[src/sv/kst_pkg.sv]
// ----------------------------------------------------------------------------
// kst_pkg: shared types and constants for the keyed set table
// Operation and status codes, the stored entry layout and the memory
// request bundle between the sequencer and the entry store.
// ----------------------------------------------------------------------------
package kst_pkg;

    // Widths fixed by the request and response fields
    localparam int KEY_W       = 32;
    localparam int HANDLE_W    = 32;
    localparam int COUNT_OUT_W = 5;
    // Address bus width wide enough for the largest supported table
    localparam int ADDR_MAX_W  = 10;

    typedef enum logic [1:0] {
        MODE_ADD    = 2'd0,
        MODE_POP    = 2'd1,
        MODE_REMOVE = 2'd2,
        MODE_GET    = 2'd3
    } mode_t;

    typedef enum logic [2:0] {
        STAT_DONE      = 3'd0,
        STAT_DUPLICATE = 3'd1,
        STAT_FULL      = 3'd2,
        STAT_EMPTY     = 3'd3,
        STAT_NOT_FOUND = 3'd4
    } status_t;

    typedef enum logic [2:0] {
        S_IDLE,
        S_SCAN,
        S_POP,
        S_PDATA,
        S_SHIFT,
        S_RESP
    } state_t;

    typedef struct packed {
        logic [KEY_W-1:0]    key;
        logic [HANDLE_W-1:0] handle;
    } entry_t;

    // One write port and one read port per cycle
    typedef struct packed {
        logic                  we;
        logic [ADDR_MAX_W-1:0] waddr;
        entry_t                wdata;
        logic                  re;
        logic [ADDR_MAX_W-1:0] raddr;
    } mem_req_t;

endpackage

[src/sv/kst_in_if.sv]
// ----------------------------------------------------------------------------
// kst_in_if: request channel of the keyed set table
// Valid/ready handshake carrying the operation, id and handle.
// ----------------------------------------------------------------------------
interface kst_in_if import kst_pkg::*; ();

    logic                       valid;
    logic                       ready;
    mode_t                      mode;
    logic signed [KEY_W-1:0]    key_id;
    logic        [HANDLE_W-1:0] entry_handle;

    modport source (output valid, mode, key_id, entry_handle, input ready);
    modport sink   (input valid, mode, key_id, entry_handle, output ready);

endinterface

[src/sv/kst_out_if.sv]
// ----------------------------------------------------------------------------
// kst_out_if: response channel of the keyed set table
// Valid/ready handshake carrying the returned entry, status and count.
// ----------------------------------------------------------------------------
interface kst_out_if import kst_pkg::*; ();

    logic                          valid;
    logic                          ready;
    logic                          found;
    logic        [HANDLE_W-1:0]    handle_out;
    logic signed [KEY_W-1:0]       id_out;
    status_t                       status;
    logic        [COUNT_OUT_W-1:0] count_out;

    modport source (output valid, found, handle_out, id_out, status, count_out,
                    input ready);
    modport sink   (input valid, found, handle_out, id_out, status, count_out,
                    output ready);

endinterface

[src/sv/kst_store.sv]
// ----------------------------------------------------------------------------
// kst_store: entry memory
// CAPACITY entries of id and handle, one write and one registered read
// per cycle.
// ----------------------------------------------------------------------------
module kst_store import kst_pkg::*; #(
    parameter int CAPACITY = 16
) (
    input  logic     clk,
    input  mem_req_t mem_req,
    output entry_t   rd_data
);

    localparam int AW = (CAPACITY > 1) ? $clog2(CAPACITY) : 1;

    entry_t mem [CAPACITY];

    // Write port
    always_ff @(posedge clk)
    begin
        if (mem_req.we)
        begin
            mem[mem_req.waddr[AW-1:0]] <= mem_req.wdata;
        end
    end

    // Registered read port
    always_ff @(posedge clk)
    begin
        if (mem_req.re)
        begin
            rd_data <= mem[mem_req.raddr[AW-1:0]];
        end
    end

endmodule

[src/sv/kst_ctrl.sv]
// ----------------------------------------------------------------------------
// kst_ctrl: sequencer of the keyed set table
// Walks the entry memory one entry a cycle through a single id comparator,
// closes the gap after a remove, and holds the response register.
// ----------------------------------------------------------------------------
module kst_ctrl import kst_pkg::*; #(
    parameter int CAPACITY = 16
) (
    input  logic     clk,
    input  logic     rst_n,
    kst_in_if.sink   req,
    kst_out_if.source rsp,
    output mem_req_t mem_req,
    input  entry_t   rd_data
);

    localparam int AW = (CAPACITY > 1) ? $clog2(CAPACITY) : 1;
    localparam int CW = $clog2(CAPACITY + 1);

    // Control state
    state_t             state_reg, state_next;
    logic [CW-1:0]      count_reg, count_next;
    logic [CW-1:0]      rd_ptr_reg, rd_ptr_next;
    logic               pend_reg, pend_next;
    logic               out_valid_reg, out_valid_next;

    // Request and result payload
    mode_t              mode_reg, mode_next;
    logic [KEY_W-1:0]   key_reg, key_next;
    logic [HANDLE_W-1:0] hnd_reg, hnd_next;
    logic [AW-1:0]      pend_idx_reg, pend_idx_next;
    logic [AW-1:0]      wr_ptr_reg, wr_ptr_next;
    logic               res_found_reg, res_found_next;
    entry_t             res_entry_reg, res_entry_next;
    status_t            res_status_reg, res_status_next;

    logic                   out_found_reg, out_found_next;
    entry_t                 out_entry_reg, out_entry_next;
    status_t                out_status_reg, out_status_next;
    logic [COUNT_OUT_W-1:0] out_count_reg, out_count_next;

    logic more;
    logic hit;
    logic scan_end;
    logic out_free;

    // Shared compare unit and walk conditions
    assign more     = (rd_ptr_reg < count_reg);
    assign hit      = pend_reg && (rd_data.key == key_reg);
    assign scan_end = !pend_reg && !more;
    assign out_free = !out_valid_reg || rsp.ready;

    // Next state
    always_comb
    begin
        state_next = state_reg;
        case (state_reg)
            S_IDLE:
            begin
                if (req.valid)
                begin
                    state_next = (req.mode == MODE_POP) ? S_POP : S_SCAN;
                end
            end
            S_SCAN:
            begin
                if (hit)
                begin
                    state_next = (mode_reg == MODE_REMOVE) ? S_SHIFT : S_RESP;
                end
                else if (scan_end)
                begin
                    state_next = S_RESP;
                end
            end
            S_POP:   state_next = (count_reg == '0) ? S_RESP : S_PDATA;
            S_PDATA: state_next = S_RESP;
            S_SHIFT:
            begin
                if (!pend_reg && !more)
                begin
                    state_next = S_RESP;
                end
            end
            S_RESP:
            begin
                if (out_free)
                begin
                    state_next = S_IDLE;
                end
            end
            default: state_next = S_IDLE;
        endcase
    end

    // Datapath next values
    always_comb
    begin
        count_next      = count_reg;
        rd_ptr_next     = rd_ptr_reg;
        pend_next       = pend_reg;
        pend_idx_next   = pend_idx_reg;
        wr_ptr_next     = wr_ptr_reg;
        mode_next       = mode_reg;
        key_next        = key_reg;
        hnd_next        = hnd_reg;
        res_found_next  = res_found_reg;
        res_entry_next  = res_entry_reg;
        res_status_next = res_status_reg;
        out_valid_next  = out_valid_reg;
        out_found_next  = out_found_reg;
        out_entry_next  = out_entry_reg;
        out_status_next = out_status_reg;
        out_count_next  = out_count_reg;

        // Response taken downstream
        if (out_valid_reg && rsp.ready)
        begin
            out_valid_next = 1'b0;
        end

        case (state_reg)
            S_IDLE:
            begin
                if (req.valid)
                begin
                    mode_next       = req.mode;
                    key_next        = req.key_id;
                    hnd_next        = req.entry_handle;
                    rd_ptr_next     = '0;
                    pend_next       = 1'b0;
                    res_found_next  = 1'b0;
                    res_entry_next  = '0;
                    res_status_next = STAT_DONE;
                end
            end
            S_SCAN, S_SHIFT:
            begin
                // Issue the next read of the walk
                if (more)
                begin
                    rd_ptr_next   = rd_ptr_reg + CW'(1);
                    pend_idx_next = rd_ptr_reg[AW-1:0];
                    pend_next     = 1'b1;
                end
                else
                begin
                    pend_next = 1'b0;
                end

                if (state_reg == S_SCAN)
                begin
                    if (hit)
                    begin
                        if (mode_reg == MODE_ADD)
                        begin
                            res_status_next = STAT_DUPLICATE;
                        end
                        else
                        begin
                            res_found_next = 1'b1;
                            res_entry_next = rd_data;
                        end
                        // Gap closing starts one past the matched entry
                        rd_ptr_next = CW'(pend_idx_reg) + CW'(1);
                        wr_ptr_next = pend_idx_reg;
                        pend_next   = 1'b0;
                    end
                    else if (scan_end)
                    begin
                        if (mode_reg == MODE_ADD)
                        begin
                            if (count_reg == CW'(CAPACITY))
                            begin
                                res_status_next = STAT_FULL;
                            end
                            else
                            begin
                                count_next = count_reg + CW'(1);
                            end
                        end
                        else
                        begin
                            res_status_next = STAT_NOT_FOUND;
                        end
                    end
                end
                else
                begin
                    // Move the fetched entry down one slot
                    if (pend_reg)
                    begin
                        wr_ptr_next = wr_ptr_reg + AW'(1);
                    end
                    if (!pend_reg && !more)
                    begin
                        count_next = count_reg - CW'(1);
                    end
                end
            end
            S_POP:
            begin
                if (count_reg == '0)
                begin
                    res_status_next = STAT_EMPTY;
                end
            end
            S_PDATA:
            begin
                res_found_next = 1'b1;
                res_entry_next = rd_data;
                count_next     = count_reg - CW'(1);
            end
            S_RESP:
            begin
                if (out_free)
                begin
                    out_valid_next  = 1'b1;
                    out_found_next  = res_found_reg;
                    out_entry_next  = res_entry_reg;
                    out_status_next = res_status_reg;
                    out_count_next  = COUNT_OUT_W'(count_reg);
                end
            end
            default:
            begin
                pend_next = 1'b0;
            end
        endcase
    end

    // Outputs: handshake and memory port
    always_comb
    begin
        req.ready     = (state_reg == S_IDLE);
        mem_req       = '0;
        mem_req.wdata = res_entry_reg;
        case (state_reg)
            S_SCAN:
            begin
                mem_req.re    = more;
                mem_req.raddr = ADDR_MAX_W'(rd_ptr_reg);
                // Append on a miss with room left
                mem_req.we          = scan_end && (mode_reg == MODE_ADD)
                                      && (count_reg != CW'(CAPACITY));
                mem_req.waddr       = ADDR_MAX_W'(count_reg);
                mem_req.wdata.key    = key_reg;
                mem_req.wdata.handle = hnd_reg;
            end
            S_SHIFT:
            begin
                mem_req.re    = more;
                mem_req.raddr = ADDR_MAX_W'(rd_ptr_reg);
                mem_req.we    = pend_reg;
                mem_req.waddr = ADDR_MAX_W'(wr_ptr_reg);
                mem_req.wdata = rd_data;
            end
            S_POP:
            begin
                mem_req.re    = (count_reg != '0);
                mem_req.raddr = ADDR_MAX_W'(count_reg - CW'(1));
            end
            default:
            begin
                mem_req.re = 1'b0;
            end
        endcase
    end

    assign rsp.valid      = out_valid_reg;
    assign rsp.found      = out_found_reg;
    assign rsp.handle_out = out_entry_reg.handle;
    assign rsp.id_out     = out_entry_reg.key;
    assign rsp.status     = out_status_reg;
    assign rsp.count_out  = out_count_reg;

    // Control registers
    always_ff @(posedge clk or negedge rst_n)
    begin
        if (!rst_n)
        begin
            state_reg     <= S_IDLE;
            count_reg     <= '0;
            rd_ptr_reg    <= '0;
            pend_reg      <= 1'b0;
            out_valid_reg <= 1'b0;
        end
        else
        begin
            state_reg     <= state_next;
            count_reg     <= count_next;
            rd_ptr_reg    <= rd_ptr_next;
            pend_reg      <= pend_next;
            out_valid_reg <= out_valid_next;
        end
    end

    // Payload registers
    always_ff @(posedge clk)
    begin
        mode_reg       <= mode_next;
        key_reg        <= key_next;
        hnd_reg        <= hnd_next;
        pend_idx_reg   <= pend_idx_next;
        wr_ptr_reg     <= wr_ptr_next;
        res_found_reg  <= res_found_next;
        res_entry_reg  <= res_entry_next;
        res_status_reg <= res_status_next;
        out_found_reg  <= out_found_next;
        out_entry_reg  <= out_entry_next;
        out_status_reg <= out_status_next;
        out_count_reg  <= out_count_next;
    end

endmodule

[src/sv/keyed_set_table_top.sv]
// ----------------------------------------------------------------------------
// keyed_set_table_top: ordered id/handle table with add, pop, remove, get
// Entries live in a single-port-pair memory; a sequencer searches it with
// one comparator and shifts entries down after a remove.
// ----------------------------------------------------------------------------
//  channel  dir  handshake     payload
//  req      in   valid/ready   mode, key_id, entry_handle
//  rsp      out  valid/ready   found, handle_out, id_out, status, count_out
//
//  Search: the walk reads one entry a cycle and stops at a hit or at the
//  last entry; a remove then shifts the later entries down, and pop reads
//  the last entry.
//  Reset: rst_n clears the entry count; the memory needs no clearing.
//  Stalls: a request is taken while the prior response waits in the output
//  register; its own response waits until that register frees.
// ----------------------------------------------------------------------------
module keyed_set_table_top import kst_pkg::*; #(
    parameter int CAPACITY = 16
) (
    input  logic      clk,
    input  logic      rst_n,
    kst_in_if.sink    req,
    kst_out_if.source rsp
);

    mem_req_t mem_req;
    entry_t   rd_data;

    kst_ctrl #(
        .CAPACITY (CAPACITY)
    ) u_ctrl (
        .clk     (clk),
        .rst_n   (rst_n),
        .req     (req),
        .rsp     (rsp),
        .mem_req (mem_req),
        .rd_data (rd_data)
    );

    kst_store #(
        .CAPACITY (CAPACITY)
    ) u_store (
        .clk     (clk),
        .mem_req (mem_req),
        .rd_data (rd_data)
    );

endmodule

[src/flat_wrapper.sv]
// flat-port wrapper written by rule: the top's interface ports become plain ports
module keyed_set_table_top_flat import kst_pkg::*;
#(
    parameter int CAPACITY = 16
)
  (clk, rst_n, req_valid, req_mode, req_key_id, req_entry_handle, req_ready, rsp_valid, rsp_found, rsp_handle_out, rsp_id_out, rsp_status, rsp_count_out, rsp_ready);
  kst_in_if req_i ();
  kst_out_if rsp_i ();
  input  logic clk;
  input  logic rst_n;
  input wire logic [$bits(req_i.valid)-1:0] req_valid;
  input wire logic [$bits(req_i.mode)-1:0] req_mode;
  input wire logic [$bits(req_i.key_id)-1:0] req_key_id;
  input wire logic [$bits(req_i.entry_handle)-1:0] req_entry_handle;
  output wire logic [$bits(req_i.ready)-1:0] req_ready;
  output wire logic [$bits(rsp_i.valid)-1:0] rsp_valid;
  output wire logic [$bits(rsp_i.found)-1:0] rsp_found;
  output wire logic [$bits(rsp_i.handle_out)-1:0] rsp_handle_out;
  output wire logic [$bits(rsp_i.id_out)-1:0] rsp_id_out;
  output wire logic [$bits(rsp_i.status)-1:0] rsp_status;
  output wire logic [$bits(rsp_i.count_out)-1:0] rsp_count_out;
  input wire logic [$bits(rsp_i.ready)-1:0] rsp_ready;
  assign req_i.valid = req_valid;
  assign req_i.mode = req_mode;
  assign req_i.key_id = req_key_id;
  assign req_i.entry_handle = req_entry_handle;
  assign req_ready = req_i.ready;
  assign rsp_valid = rsp_i.valid;
  assign rsp_found = rsp_i.found;
  assign rsp_handle_out = rsp_i.handle_out;
  assign rsp_id_out = rsp_i.id_out;
  assign rsp_status = rsp_i.status;
  assign rsp_count_out = rsp_i.count_out;
  assign rsp_i.ready = rsp_ready;
  keyed_set_table_top #(.CAPACITY(CAPACITY)) u_core (.clk(clk), .rst_n(rst_n), .req(req_i), .rsp(rsp_i));
endmodule
[config.mk]
export PLATFORM = sky130hd
export DESIGN_NAME = keyed_set_table_top_flat
export DESIGN_NICKNAME = d
export VERILOG_FILES = /design/src/sv/kst_pkg.sv /design/src/sv/kst_in_if.sv /design/src/sv/kst_out_if.sv /design/src/sv/kst_store.sv /design/src/sv/kst_ctrl.sv /design/src/sv/keyed_set_table_top.sv /design/src/flat_wrapper.sv
export SDC_FILE = /design/constraint.sdc
export NUM_CORES = 1
export LEC_CHECK = 0
export BUFFER_PORTS_ARGS = -buffer_cell sky130_fd_sc_hd__buf_2
export CORE_ASPECT_RATIO = 0.7
export CORE_MARGIN = 3
export CORE_UTILIZATION = 65
export DETAILED_ROUTE_END_ITERATION = 10
export MAX_ROUTING_LAYER = met4
export PLACE_DENSITY = 0.83
export SYNTH_ARGS = -nofsm -noshare
export SYNTH_HDL_FRONTEND = slang
export SYNTH_SLANG_ARGS = --single-unit
[constraint.sdc]
create_clock -name clk -period 15.93 [get_ports clk]
set_input_delay 3.186 -clock clk [delete_from_list [all_inputs] [get_ports clk]]
set_output_delay 3.186 -clock clk [all_outputs]
set_load 0.02 [all_outputs]
==> summary.md, run 1 <==
| Metric | Value |
|---|---|
| Status | `completed` |
| Syn-to-layout area delta | `10.8%` |
| R2R Path Start | `u_core.u_ctrl.state_reg[2]$_DFFE_PN0P_` |
| Rel. slew slack | `16.2%` |
| Util after Layout | `73.0%` |
| Router iterations before antenna repair | `8` |
| Root Driver | `clkbuf_16` |
| Post-synth cell types | `65` |
| Fin. Hold Viols | `0` |
| Iter 0 DRT Violations | `4994` |
| Worst Tran Pin Value | `1260 ps` |
| Clock Sinks | `1318` |
| Clock Tree Buf Depth | `3` |
| TritonCTS buffer count | `114` |
| I/O Buffers | `144` |
| Clk slew on worst S/H paths | `70 ps` |
| WL final | `131000 µm` |
| First-pass GRT wire length | `190000 µm` |
| Initial Util | `65.9%` |
| R2r setup slk | `9000 ps` |
| Die height | `240 µm` |
| Final ANT Viol Nets | `0` |
| Post-route cell area | `56300 µm²` |
| VDD IR max | `0.182 mV` |
| Placed cells | `4179` |
| Hold slack | `424 ps` |
| CTS resizes | `0` |
| Final setup vio count | `0` |
| RSZ-0062 raised after global routing | `no` |
| # IOs | `145` |
| Reg-to-Reg End | `u_core.u_store.rd_data[46]$_DFFE_PP_` |
| Mapped cell area | `50800 µm²` |
| Commonest non-fill, non-tap cells in the layout | `1303 x edfxtp_1, 669 x nand2_1, 257 x mux2i_1, 257 x a32oi_1, 144 x buf_2` |
| Dpl ws | `9240 ps` |
| Worst Setup Path Type | `reg -> reg` |
| DRC Markers | `0` |
| Total die area | `81600 µm²` |
| DP Wirelength | `65300 µm` |
| Total GRT Usage | `32.7%` |
| CP dominant cell by count | `buf_4` |
| RePlAce Congestion | `0.877` |
| FP Rows | `85` |
| Pleak | `18.2 nW` |
| Synthesized net count | `3199` |
| Largest register FFs | `1024` |
| Setup Skew | `40.9 ps` |
| Non-filler cells, final | `4390` |
| Setup tns final | `0 ps` |
| Slew Viols, Final | `0` |
| Tot Pwr | `11.0 mW` |
| Initial antenna violation count | `1` |
| Worst hold start | `u_core.u_ctrl.res_found_reg$_DFFE_PP_` |
| Share of cells above drive strength 1 | `11.9%` |
| Tcrit/Tclk final | `43.5%` |
| Post-synth EDFFs | `1303` |
| Worst-path fanout max | `160` |
| Fmax | `0.144 GHz` |
| R2R cell count | `11` |
| Routed wire per std cell | `29.7 µm` |
| Cells on Worst Hold Path | `0` |
| Tightest Hold Check Type | `reg -> reg` |
| Cells after Synth | `3120` |
| Via count | `30.4k` |
| Cell Pwr Density | `196 nW/µm²` |
| Syn. warnings | `0` |
| Synthesis-stage register bit count | `1318` |
| Worst setup EP type | `flop` |
| # Post-CTS Setup Buffers | `0` |
| Main synth FF type | `edfxtp_1` |
| Final nets | `3330` |
| CTS tree | `built` |
| Worst Hold End | `u_core.u_ctrl.rsp.found$_DFFE_PP_` |
| Die width | `340 µm` |
| Worst path arrival time | `7370 ps` |
| Crit-path max cell delay | `1050 ps` |
| DR vias/cell | `6.92` |
| Max Cap Viol | `0` |
| Number of global-route vias before repair | `29.9k` |
| Slowest cell on the critical path | `buf_4` |
| H-tree levels | `3` |
| Global route overflow | `0` |
| Synthesized area per cell | `16.3 µm²` |
| # hold bufs at CTS | `0` |
| Clock latency on the worst-skew pair | `710 ps` |
| Critical path cell sequence | `nor2b_4, and2b_4, nand2_1, o21ai_4, buf_12, buf_4, buf_4, buf_4, mux2i_1, a32oi_1, and4_1` |
| Sequential area share after synthesis | `77.8%` |
| Async S/R FF share, synth | `1.14%` |
| Final worst slack | `9000 ps` |
| Core box area | `77100 µm²` |
| Critical Path Start Type | `flop` |
| Commonest non-fill, non-tap cell in the layout | `edfxtp_1` |
| Post-Place Cell Area | `52600 µm²` |
| Critical Path RT | `16370 ps` |
| Fin crit period | `6930 ps` |
| Largest net degree at the start of global routing | `192` |
==> power breakdown <==
group | internal, mW | switching [mW] | total, mW
Clock | 1.49 | 1.21 | 2.71
Combinational | 0.784 | 2.27 | 3.05
Sequential | 5.01 | 0.256 | 5.27
==> kinds of logic after synthesis <==
group,Yosys count,share of synthesized area [%]
flops,1318,77.8
mux,258,5.09
buf+inv,192,1.71
compound gates,398,6.44
xor+xnor,44,0.759
simple gates,901,8.00
fa+ha+maj,9,0.222
==> critical path: cells and delay by family, from the launching register on <==
family / cells / cell delay (ps)
flip-flops: 1 / 930
AO/OA/AOI/OAI: 2 / 200
AND/OR/NAND/NOR: 4 / 1320
buffers and inverters: 4 / 3600
multiplexers: 1 / 330
==> Yosys cell counts (2+ instances only) <==
| cell | instances | area share (%) |
|---|---|---|
| buf_2 | 60 | 0.59 |
| clkbuf_1 | 101 | 0.75 |
| nand2b_1 | 7 | 0.086 |
| o32a_1 | 2 | 0.039 |
| a21oi_1 | 19 | 0.19 |
| and2_1 | 67 | 0.83 |
| and4_1 | 64 | 1.1 |
| nor2b_1 | 4 | 0.049 |
| nand4_1 | 7 | 0.086 |
| buf_1 | 8 | 0.059 |
| buf_6 | 7 | 0.16 |
| o211ai_1 | 4 | 0.059 |
| o22ai_1 | 2 | 0.025 |
| edfxtp_1 | 1303 | 77 |
| xor2_1 | 15 | 0.26 |
| o21ai_0 | 15 | 0.15 |
| o22a_1 | 2 | 0.034 |
| o21a_1 | 2 | 0.030 |
| ha_1 | 9 | 0.22 |
| nand4b_1 | 3 | 0.052 |
| and3_1 | 6 | 0.074 |
| nand3_1 | 6 | 0.059 |
| a31oi_1 | 2 | 0.025 |
| dfrtp_1 | 15 | 0.74 |
| nand2_1 | 670 | 5.0 |
| a21boi_1 | 2 | 0.030 |
| a211oi_1 | 3 | 0.044 |
| inv_1 | 9 | 0.067 |
| buf_4 | 6 | 0.089 |
| nor4_1 | 5 | 0.062 |
| mux2i_1 | 257 | 5.1 |
| a32oi_1 | 257 | 4.4 |
| nor2_1 | 34 | 0.25 |
| xnor2_1 | 29 | 0.50 |
| nor3_1 | 10 | 0.099 |
| nor3b_1 | 5 | 0.074 |
| a22oi_1 | 67 | 0.99 |
| o21ai_1 | 9 | 0.089 |
==> worst max path at each step <==
stage                                           start  cells after the start  slack (ps)                                      endpoint
2_1_floorplan                               req_valid                      3        7120  u_core.u_ctrl.res_entry_reg[0]$_SDFFCE_PN0P_
3_3_place_gp   u_core.u_ctrl.state_reg[2]$_DFFE_PN0P_                     11        9670          u_core.u_store.rd_data[43]$_DFFE_PP_
3_5_place_dp   u_core.u_ctrl.state_reg[2]$_DFFE_PN0P_                     11        9240          u_core.u_store.rd_data[46]$_DFFE_PP_
4_1_cts        u_core.u_ctrl.state_reg[2]$_DFFE_PN0P_                     11        9230          u_core.u_store.rd_data[46]$_DFFE_PP_
5_1_grt        u_core.u_ctrl.state_reg[2]$_DFFE_PN0P_                     11        8840          u_core.u_store.rd_data[46]$_DFFE_PP_
6_report       u_core.u_ctrl.state_reg[2]$_DFFE_PN0P_                     11        9000          u_core.u_store.rd_data[46]$_DFFE_PP_
==> area by class of cell <==
class	count	area [µm²]
Antenna cell	3	7.51
Fill cell	4348	20900
Clock buffer	143	3070
Sequential cell	1318	39500
Multi-Input combinational cell	1610	10600
Timing Repair Buffer	197	1140
Clock inverter	65	564
Tap cell	1044	1310
Inverter	10	37.5
==> routing by layer <==
metal,global-route usage (%),part of all wire [%],vias to the layer above,routed length [µm]
li1,-,-,12400,-
met1,43.6,36,15100,47300
met2,49.9,47,2521,61300
met3,7.29,13,428,16800
met4,13.3,3.9,0,5060
met5,-,0,-,0
(Power assumes the default switching activity.)
==> inputs of run 2 (changes only) <==
CORE_UTILIZATION = 56   (was 65)
PLACE_DENSITY = 0.76   (was 0.83)
clock period = 6.1 ns   (was 15.93 ns; I/O delays follow)
==> run 2 against run 1 <==
Cell count grew 4.0%. Setup slack worse by 7800 ps. Core utilization shrank 9.0 points. Sequential cell count stayed put. Clock power increased to 2.7 times the previous value. Clock skew grew 2.7 ps. Register-to-register slack got worse by 7800 ps. Critical path type unchanged. Highest routed layer unchanged.
==> summary.md, run 2 (same netlist as run 1, synthesis figures left out) <==
| Metric | Value |
|---|---|
| Clock Tree Buf Depth | `3 (unchanged)` |
| CTS resizes | `0 (unchanged)` |
| Fin crit period | `4930 ps (-2010 ps)` |
| Routed wire per std cell | `28.1 µm (-5.5%)` |
| Total GRT Usage | `27.7% (-5.1 points)` |
| Fin. Hold Viols | `0 (unchanged)` |
| Final ANT Viol Nets | `0 (unchanged)` |
| Tot Pwr | `29.0 mW (+160%)` |
| Tightest Hold Check Type | `reg -> reg` |
| # hold bufs at CTS | `0 (unchanged)` |
| Commonest non-fill, non-tap cell in the layout | `edfxtp_1` |
| Die height | `258 µm (+7.5%)` |
| Commonest non-fill, non-tap cells in the layout | `1303 x edfxtp_1, 669 x nand2_1, 257 x mux2i_1, 257 x a32oi_1, 144 x buf_2` |
| I/O Buffers | `144 (unchanged)` |
| Total die area | `94400 µm² (+16%)` |
| Iter 0 DRT Violations | `4482 (-10%)` |
| Post-Place Cell Area | `53100 µm² (+1.0%)` |
| RSZ-0062 raised after global routing | `no` |
| Die width | `366 µm (+7.6%)` |
| First-pass GRT wire length | `188000 µm (-1.1%)` |
| Dpl ws | `1320 ps (-7920 ps)` |
| Syn-to-layout area delta | `12.1%` |
| Rel. slew slack | `24.6% (+8.4 points)` |
| CTS tree | `built` |
| Setup tns final | `0 ps (unchanged)` |
| VDD IR max | `0.418 mV (+130%)` |
| Worst setup EP type | `flop` |
| Largest register FFs | `1024 (unchanged)` |
| RePlAce Congestion | `0.941 (+7.3%)` |
| Critical Path RT | `6420 ps (-9950 ps)` |
| Fmax | `0.203 GHz (+41%)` |
| Worst Setup Path Type | `reg -> reg` |
| DP Wirelength | `65100 µm (-0.38%)` |
| Router iterations before antenna repair | `6 (-2)` |
| FP Rows | `91 (+7.1%)` |
| Clock latency on the worst-skew pair | `710 ps (about the same)` |
| Worst Tran Pin Value | `1130 ps (-126 ps)` |
| Max Cap Viol | `0 (unchanged)` |
| Post-route cell area | `56900 µm² (+1.2%)` |
| H-tree levels | `3 (unchanged)` |
| Tcrit/Tclk final | `80.7% (+37 points)` |
| DRC Markers | `0 (unchanged)` |
| Worst path arrival time | `5240 ps (-2130 ps)` |
| WL final | `128000 µm (-1.7%)` |
| Slew Viols, Final | `0 (unchanged)` |
| Via count | `29.5k (-3.0%)` |
| Root Driver | `clkbuf_16` |
| Worst-path fanout max | `50 (-69%)` |
| # Post-CTS Setup Buffers | `0 (unchanged)` |
| Initial antenna violation count | `1 (unchanged)` |
| Core box area | `89000 µm² (+15%)` |
| Share of cells above drive strength 1 | `12.5% (+0.66 points)` |
| TritonCTS buffer count | `115 (+0.88%)` |
| Final setup vio count | `0 (unchanged)` |
| Pleak | `18.4 nW (+0.99%)` |
| Cell Pwr Density | `510 nW/µm² (+160%)` |
| Final nets | `3339 (+0.27%)` |
| Final worst slack | `1170 ps (-7820 ps)` |
| DR vias/cell | `6.45 (-6.8%)` |
| Largest net degree at the start of global routing | `169 (-12%)` |
| Clk slew on worst S/H paths | `60 ps (about the same)` |
| Initial Util | `57.0% (-8.8 points)` |
| Status | `completed` |
| Number of global-route vias before repair | `29.0k (-3.1%)` |
| Clock Sinks | `1318 (unchanged)` |
| Multi-input logic area | `10600 µm² (about the same)` |
| Global route overflow | `0 (unchanged)` |
| Critical Path Start Type | `flop` |
| Setup Skew | `43.6 ps (+2.69 ps)` |
| Hold slack | `422 ps (-1.98 ps)` |
| Register Area | `39500 µm² (unchanged)` |
| # IOs | `145 (unchanged)` |
| Diode count | `0 (-3)` |
| Fillers | `6026 (+39%)` |
## run 2: changes by cell type in the layout (fill, tap and decap cells not counted), moves of 3 or more
cell / delta
clkbuf_1: -5
inv_6: +3
bufinv_16: +5
clkinv_2: +10
buf_12: +20
diode_2: -3
clkinv_1: -4
buf_4: -12
clkbuf_16: -3
## run 2: path summary, 6_finish.rpt
check                                                        from                                       to  slack (ps)  cells past startpoint
setup / recovery           u_core.u_ctrl.state_reg[2]$_DFFE_PN0P_     u_core.u_store.rd_data[59]$_DFFE_PP_        1170                      7
hold / removal              u_core.u_ctrl.res_found_reg$_DFFE_PP_        u_core.u_ctrl.rsp.found$_DFFE_PP_         420                      0
setup reg to reg           u_core.u_ctrl.state_reg[2]$_DFFE_PN0P_     u_core.u_store.rd_data[59]$_DFFE_PP_        1170                      7
min in group asynchronous                                   rst_n        u_core.u_ctrl.rsp.valid$_DFF_PN0_         480                      1
max in group asynchronous                                   rst_n  u_core.u_ctrl.rd_ptr_reg[4]$_DFFE_PN0P_        5310                      1
hold reg to reg             u_core.u_ctrl.res_found_reg$_DFFE_PP_        u_core.u_ctrl.rsp.found$_DFFE_PP_         420                      0
## run 2: where the power goes
| group | switching (mW) | internal (mW) | leakage (nW) |
|---|---|---|---|
| combinational | 5.86 | 2.11 | 4.48 |
| sequential | 0.661 | 13.1 | 12.1 |
| clock | 3.23 | 4.05 | 1.83 |
## run 2: critical path: stages (launching register included)
cell	delay, ps
dfrtp_1	910
nor2b_4	370
and2b_4	590
buf_4	810
nor2_4	330
nor2b_1	520
o21bai_4	440
buf_12	480
## run 2: routing by layer
metal | track usage (%) | routed length, µm | up-vias
met2 | 41.0 | 58400 | 2116
li1 | - | - | 12400
met4 | 8.60 | 3590 | 0
met3 | 5.36 | 16000 | 285
met5 | - | 0 | -
met1 | 39.3 | 50400 | 14700
## run 2: final cells by class
class / instances / area share (%)
sequential: 1318 / 69.4
multi-input combinational: 1610 / 18.7
clock buffer: 135 / 5.23
tap: 1209 / 2.66
timing repair buffer: 205 / 2.55
clock inverter: 80 / 1.40
inverter: 10 / 0.0660
## run 2: per-stage QoR
step / util, % / cells
floorplan: - / 3120
global placement: 59.7 / 4352
detailed placement: 59.7 / 4352
CTS: 63.9 / 4567
global route: 63.9 / 4567
finish: 63.9 / 4567
